==> config.mk <==
export PLATFORM = sky130hd
export DESIGN_NAME = next_fit_id_allocator_core
export DESIGN_NICKNAME = d
export VERILOG_FILES = /design/src/hw/rtl/nfia_pkg.sv /design/src/hw/rtl/next_fit_id_allocator_core.sv
export SDC_FILE = /design/constraint.sdc
export NUM_CORES = 2
export LEC_CHECK = 0
export BUFFER_PORTS_ARGS = -buffer_cell sky130_fd_sc_hd__buf_4
export CORE_ASPECT_RATIO = 2
export CORE_MARGIN = 4
export CORE_UTILIZATION = 55
export DETAILED_ROUTE_END_ITERATION = 10
export PLACE_DENSITY = 0.75
export SLEW_MARGIN = 20
export SYNTH_ARGS = -nofsm -noshare
export SYNTH_HDL_FRONTEND = slang
export SYNTH_SLANG_ARGS = --single-unit
==> constraint.sdc <==
create_clock -name clock -period 5.1 [get_ports clock]
set_input_delay 1.02 -clock clock [delete_from_list [all_inputs] [get_ports clock]]
set_output_delay 1.02 -clock clock [all_outputs]
set_load 0.01 [all_outputs]
==> src/hw/rtl/nfia_pkg.sv <==
// Shared types and constants for the next-fit identifier allocator.
// Sizes the bitmap memory from ID_WIDTH; no dependencies.
package nfia_pkg;

   localparam int ID_WIDTH  = 10;
   localparam int RESULT_W  = 10;
   localparam int KIND_W    = 2;
   localparam int DATA_W    = 16;
   localparam int WORD_LG   = (ID_WIDTH >= 6) ? 5 : ID_WIDTH - 1;
   localparam int ROW_LG    = ID_WIDTH - WORD_LG;
   localparam int WORD_BITS = 1 << WORD_LG;
   localparam int ROWS      = 1 << ROW_LG;

   typedef logic [ID_WIDTH-1:0]  id_type;
   typedef logic [ROW_LG-1:0]    row_type;
   typedef logic [WORD_LG-1:0]   bitpos_type;
   typedef logic [WORD_BITS-1:0] word_type;
   typedef logic [ROW_LG:0]      visit_type;
   typedef logic [KIND_W-1:0]    kind_type;
   typedef logic [1:0]           status_type;

   localparam kind_type REQ_ALLOC  = 2'd0;
   localparam kind_type REQ_ADD    = 2'd1;
   localparam kind_type REQ_REMOVE = 2'd2;

   localparam status_type STS_DONE     = 2'd0;
   localparam status_type STS_FULL     = 2'd1;
   localparam status_type STS_NOCHANGE = 2'd2;

   typedef enum logic [2:0] {
      ST_IDLE,
      ST_READ,
      ST_CHECK,
      ST_SCAN,
      ST_FINISH
   } state_type;

endpackage

==> src/hw/rtl/next_fit_id_allocator_core.sv <==
// Next-fit identifier allocator: in-use bitmap in a word-wide synchronous memory.
// Depends on nfia_pkg.
//
// Each request word returns exactly one response word. Add and remove pass
// through accept, memory read, bit check and write-back, in that order.
// Allocate scans the bitmap one memory word per cycle starting at the word that
// holds seed+1, and visits at most ROWS+1 words (33 for a full 1024-entry map).
// One request is in flight at a time; the next is accepted once the response
// is registered, even while that response still waits for rsp_tready. Per-word
// valid flops stand in for a clearing pass, so the block accepts requests
// straight after reset.
module next_fit_id_allocator_core
   import nfia_pkg::*;
(
   input  logic              clock,
   input  logic              reset,
   input  logic              req_tvalid,
   output logic              req_tready,
   input  logic [DATA_W-1:0] req_tdata,   // [9:0] req_id
   input  logic [KIND_W-1:0] req_tuser,   // [1:0] req_type
   output logic              rsp_tvalid,
   input  logic              rsp_tready,
   output logic [DATA_W-1:0] rsp_tdata,   // [9:0] result_id
   output logic [1:0]        rsp_tuser    // [1:0] status
);

   state_type  state_ff, state_in;

   kind_type   kind_ff;
   id_type     base_ff;
   id_type     seed_ff;
   row_type    row_ff;
   visit_type  visit_ff;

   word_type   mem_ram [ROWS];
   logic [ROWS-1:0] row_valid_ff;
   word_type   rd_word_ff;
   logic       rd_valid_ff;

   logic       wr_en_ff;
   row_type    wr_row_ff;
   word_type   wr_word_ff;
   id_type     res_id_ff;
   status_type res_sts_ff;
   logic       seed_upd_ff;

   logic                rsp_valid_ff;
   logic [RESULT_W-1:0] rsp_id_ff;
   status_type          rsp_sts_ff;

   logic       accept;
   logic       out_free;
   logic       rd_en;
   row_type    rd_row;
   logic       ram_we;

   word_type   eff_word;
   row_type    base_row;
   bitpos_type base_lo;
   word_type   head_mask;
   word_type   visit_mask;
   word_type   excl_mask;
   word_type   free_vec;
   logic       found;
   bitpos_type free_pos;
   logic       last_visit;
   logic       hit;
   word_type   onehot;

   assign accept   = req_tvalid && req_tready;
   assign out_free = !rsp_valid_ff || rsp_tready;

   assign eff_word   = rd_valid_ff ? rd_word_ff : '0;
   assign base_row   = base_ff[ID_WIDTH-1:WORD_LG];
   assign base_lo    = base_ff[WORD_LG-1:0];
   assign head_mask  = {WORD_BITS{1'b1}} << base_lo;
   assign last_visit = (visit_ff == visit_type'(ROWS));
   assign hit        = eff_word[base_lo];
   assign onehot     = word_type'(1) << base_lo;

   always_comb begin
      if (visit_ff == '0) begin
         visit_mask = head_mask;
      end else if (last_visit) begin
         visit_mask = ~head_mask;
      end else begin
         visit_mask = '1;
      end
   end

   always_comb begin
      excl_mask = '0;
      if (row_ff == seed_ff[ID_WIDTH-1:WORD_LG]) begin
         excl_mask = excl_mask | (word_type'(1) << seed_ff[WORD_LG-1:0]);
      end
      if (row_ff == '0) begin
         excl_mask = excl_mask | word_type'(1);
      end
   end

   assign free_vec = ~eff_word & visit_mask & ~excl_mask;
   assign found    = |free_vec;

   always_comb begin
      free_pos = '0;
      for (int i = WORD_BITS - 1; i >= 0; i--) begin
         if (free_vec[i]) begin
            free_pos = bitpos_type'(i);
         end
      end
   end

   // next state
   always_comb begin
      state_in = state_ff;
      case (state_ff)
         ST_IDLE: begin
            if (req_tvalid) state_in = ST_READ;
         end
         ST_READ: begin
            state_in = (kind_ff == REQ_ALLOC) ? ST_SCAN : ST_CHECK;
         end
         ST_CHECK: begin
            state_in = ST_FINISH;
         end
         ST_SCAN: begin
            if (found || last_visit) state_in = ST_FINISH;
         end
         ST_FINISH: begin
            if (out_free) state_in = ST_IDLE;
         end
         default: begin
            state_in = ST_IDLE;
         end
      endcase
   end

   // state outputs
   always_comb begin
      req_tready = 1'b0;
      rd_en      = 1'b0;
      rd_row     = base_row;
      ram_we     = 1'b0;
      case (state_ff)
         ST_IDLE: begin
            req_tready = 1'b1;
         end
         ST_READ: begin
            rd_en  = 1'b1;
            rd_row = base_row;
         end
         ST_SCAN: begin
            rd_en  = 1'b1;
            rd_row = row_ff + row_type'(1);
         end
         ST_FINISH: begin
            ram_we = out_free && wr_en_ff;
         end
         default: begin
            req_tready = 1'b0;
         end
      endcase
   end

   always_ff @(posedge clock) begin
      if (ram_we) begin
         mem_ram[wr_row_ff] <= wr_word_ff;
      end
      if (rd_en) begin
         rd_word_ff  <= mem_ram[rd_row];
         rd_valid_ff <= row_valid_ff[rd_row];
      end
   end

   always_ff @(posedge clock) begin
      if (reset) begin
         state_ff     <= ST_IDLE;
         rsp_valid_ff <= 1'b0;
         row_valid_ff <= '0;
         seed_ff      <= '0;
      end else begin
         state_ff <= state_in;
         if (state_ff == ST_FINISH && out_free) begin
            rsp_valid_ff <= 1'b1;
            if (seed_upd_ff) seed_ff <= res_id_ff;
            if (wr_en_ff) row_valid_ff[wr_row_ff] <= 1'b1;
         end else if (rsp_tready) begin
            rsp_valid_ff <= 1'b0;
         end
      end
   end

   always_ff @(posedge clock) begin
      if (accept) begin
         kind_ff <= req_tuser;
         if (req_tuser == REQ_ALLOC) begin
            base_ff <= seed_ff + id_type'(1);
         end else begin
            base_ff <= id_type'(req_tdata[RESULT_W-1:0]);
         end
      end
      case (state_ff)
         ST_READ: begin
            row_ff   <= base_row;
            visit_ff <= '0;
         end
         ST_SCAN: begin
            if (found) begin
               wr_en_ff    <= 1'b1;
               wr_row_ff   <= row_ff;
               wr_word_ff  <= eff_word | (word_type'(1) << free_pos);
               res_id_ff   <= {row_ff, free_pos};
               res_sts_ff  <= STS_DONE;
               seed_upd_ff <= 1'b1;
            end else if (last_visit) begin
               wr_en_ff    <= 1'b0;
               res_id_ff   <= '0;
               res_sts_ff  <= STS_FULL;
               seed_upd_ff <= 1'b0;
            end else begin
               row_ff   <= row_ff + row_type'(1);
               visit_ff <= visit_ff + visit_type'(1);
            end
         end
         ST_CHECK: begin
            wr_row_ff   <= base_row;
            res_id_ff   <= base_ff;
            seed_upd_ff <= 1'b0;
            wr_en_ff    <= 1'b0;
            res_sts_ff  <= STS_NOCHANGE;
            case (kind_ff)
               REQ_ADD: begin
                  if (base_ff != '0 && !hit) begin
                     wr_en_ff   <= 1'b1;
                     wr_word_ff <= eff_word | onehot;
                     res_sts_ff <= STS_DONE;
                  end
               end
               REQ_REMOVE: begin
                  if (hit) begin
                     wr_en_ff   <= 1'b1;
                     wr_word_ff <= eff_word & ~onehot;
                     res_sts_ff <= STS_DONE;
                  end
               end
               default: begin
                  wr_en_ff <= 1'b0;
               end
            endcase
         end
         ST_FINISH: begin
            if (out_free) begin
               rsp_id_ff  <= RESULT_W'(res_id_ff);
               rsp_sts_ff <= res_sts_ff;
            end
         end
         default: begin
            wr_en_ff <= wr_en_ff;
         end
      endcase
   end

   assign rsp_tvalid = rsp_valid_ff;
   assign rsp_tdata  = DATA_W'(rsp_id_ff);
   assign rsp_tuser  = rsp_sts_ff;

endmodule
==> flow_metrics.env <==
export IMPL_grt_usage_pct=30.2
export IMPL_finalMaxSlewViolations=0
export IMPL_place_gp_congestion=0.978
export IMPL_synth_area_mm2=0.0490
export IMPL_reg2reg_to="wr_word_ff[1]"
export IMPL_place_area_mm2=0.0516
export IMPL_end_kind="flop"
export IMPL_fillCellCount=6108
export IMPL_powerDensity_mw_per_mm2=368
export IMPL_p_leak_uw=0.0176
export IMPL_place_hpwl_um=84900
export IMPL_crit_required_ns=5.48
export IMPL_rows=154
export IMPL_antenna_found_initial=2
export IMPL_multi_input_area_mm2=0.0133
export IMPL_setup_viol_count_final=0
export IMPL_cts_sinks=1189
export IMPL_yosys_area_top_type="edfxtp_1"
export IMPL_clk_pin_slew_ns=0.07
export IMPL_reg2reg_slack_ns=0.60
export IMPL_area_growth_pct=11.8
export IMPL_finalHoldViolCount=0
export IMPL_yosysTopAreaCellShare_pct=70.0
export IMPL_remaining_drc_errors=0
export IMPL_cts_hold_buf=0
export IMPL_min_path_cells=0
export IMPL_yosysWarnings=0
export IMPL_start_util_pct=55.6
export IMPL_synth_edf_count=1143
export IMPL_min_period_ns=4.50
export IMPL_tritoncts_num_buffers=95
export IMPL_grt_start_max_net_pins=92
export IMPL_cts_setup_buffers=0
export IMPL_cap_violations=0
export IMPL_syn_inst=2965
export IMPL_cts_max_level=3
export IMPL_grt_pass1_wl_um=203000
export IMPL_port_buffers=29
export IMPL_rr_worst_depth=10
export IMPL_endpoint="wr_word_ff[1]"
export IMPL_ys_async_sr_fraction_pct=0
export IMPL_max_slew_worst_pin_slew_ns=1.13
export IMPL_cp_arrival_ns=4.88
export IMPL_first_pass_iters=7
export IMPL_wl_um=141000
export IMPL_status="finished clean"
export IMPL_die_area_mm2=0.0943
export IMPL_overflow=0
export IMPL_finish_instance_area_mm2=0.0549
export IMPL_ios=42
export IMPL_fmax_ghz=0.222
export IMPL_most_common_layout_cells="edfxtp_1 (1143), nand2_1 (411), mux4_2 (272)"
export IMPL_avgSynthCellArea_um2=16.5
export IMPL_seq_area_frac_synth_pct=71.9
export IMPL_grt_pass1_vias=29499
export IMPL_synth_area_top_cells="edfxtp_1 (70%), mux4_2 (12%), nand2_1 (3.1%)"
export IMPL_seqCellArea_mm2=0.0352
export IMPL_utilization_pct=62.2
export IMPL_nNetsFinal=3069
export IMPL_detail_route_iter0_violations=3662
export IMPL_worst_slack_ns=0.599
export IMPL_relSlewSlack_pct=24.8
export IMPL_die_h_um=430
export IMPL_cts_path_max_buffers=3
export IMPL_cts_tree="built"
export IMPL_irDropWorstVdd_uv=279
export IMPL_synth_seq_cells=1189
export IMPL_hold_class="flop to flop"
export IMPL_drive_gt1_share_pct=20.9
export IMPL_setup_tns_ns=0
export IMPL_wl_per_cell_um=33.0
export IMPL_clock_latency_ns=0.71
export IMPL_crit_path_start_kind="flop"
export IMPL_core_area_mm2=0.0882
export IMPL_post_cts_resize_count=0
export IMPL_worstHoldStart="res_sts_ff[0]"
export IMPL_skew_ns=0.0303
export IMPL_avgViaCountPerCell=6.76
export IMPL_via_count=28922
export IMPL_ys_flop_type="edfxtp_1"
export IMPL_final_common_cell="edfxtp_1"
export IMPL_rsz0062_at_grt="no"
export IMPL_fin_crit_sh_pct=88.3
export IMPL_die_x_um=219
export IMPL_critical_path_class="flop to flop"
export IMPL_cp_max_fo=11
export IMPL_antenna_left=0
export IMPL_place_ws_ns=0.681
export IMPL_crit_path_start="row_ff[3]"
export IMPL_netlist_cell_type_count=81
export IMPL_cts_root_buf="clkbuf_16"
export IMPL_timing_rr_start="row_ff[3]"
==> cell families after synthesis <==
group	count (synthesis)	share of synthesized area [%]
other	1	0.00765
XOR/XNOR	31	0.554
multiplexers	277	12.6
flip-flops	1189	71.9
buffers and inverters	221	1.76
AND/OR/NAND/NOR	832	7.55
AO/OA/AOI/OAI	401	5.34
adder cells (fa/ha/maj)	13	0.332
==> flip-flops by register name, summed over array words and instances (netlist names), 10 cells and up <==
| register | cells |
|---|---|
| base_ff | 10 |
| mem_ram | 1024 |
| rd_word_ff | 32 |
| res_id_ff | 10 |
| row_valid_ff | 32 |
| rsp_id_ff | 10 |
| seed_ff | 10 |
| wr_word_ff | 32 |
==> how the worst min path moves through the flow <==
| stage | end | slack, ns |
|---|---|---|
| CTS | rsp_tuser[0] | 0.43 |
| global route | rsp_tuser[0] | 0.44 |
| global placement | rsp_tuser[0] | 0.41 |
| detailed placement | rsp_tuser[0] | 0.41 |
| finish | rsp_tuser[0] | 0.43 |
| floorplan | rsp_tuser[0] | 0.40 |
==> cell type report <==
cell class	count	share of cell area [%]
inverter	23	0.162
multi-input combinational	1560	24.2
timing repair buffer	165	3.05
tap	1170	2.67
sequential	1189	64.2
clock buffer	118	4.58
antenna	2	0.00912
clock inverter	52	1.08
==> per-layer routing <==
| metal | routed length (µm) | GRT usage, % |
|---|---|---|
| met5 | 0 | 0 |
| met3 | 12100 | 5.13 |
| met2 | 73400 | 52.1 |
| met1 | 44500 | 35.2 |
| met4 | 11000 | 18.6 |
==> worst max-delay path, cell delays in order (launching register included) <==
cell      delay, ns
edfxtp_1       0.58
xnor2_1        0.25
nand3_1        0.29
nor2_1         0.83
a22oi_1        0.29
o311ai_0       0.61
a311oi_1       0.24
nor4bb_2       0.53
o21bai_1       0.19
buf_4          0.22
o221ai_1       0.16
==> Yosys cell counts (7+ instances only) <==
library cell	count
edfxtp_1	1143
nand2_1	411
mux4_2	272
nand3_1	156
clkbuf_1	136
nor2_1	129
a21oi_1	118
o21ai_0	84
buf_1	47
dfxtp_1	46
a31oi_1	25
xnor2_1	21
o211ai_1	20
inv_1	19
nand4_1	19
nor3_1	18
and2_1	17
and3_1	16
ha_1	13
a211oi_1	12
o221ai_1	12
a22oi_1	11
nand2b_1	11
o31ai_1	11
o21ba_2	10
or3_1	10
xor2_1	10
a22o_1	9
buf_2	9
o22ai_1	8
o21a_1	7
==> stage by stage <==
step | std cells | total power (µW) | hold WS [ns]
after floorplan | 2970 | 12200 | 0.400
after global placement | 4099 | 12800 | 0.414
after detailed placement | 4099 | 12900 | 0.411
after CTS | 4269 | 20200 | 0.429
after global routing | 4278 | 20800 | 0.445
final | 4279 | 20200 | 0.430
==> power breakdown <==
group          leakage [µW]  switching (µW)  total [µW]  internal, µW
Clock               0.00151            3410        7490          4070
Combinational       0.00540            1120        1840           711
Sequential           0.0107             131       10800         10700
(Power assumes the default switching activity.)
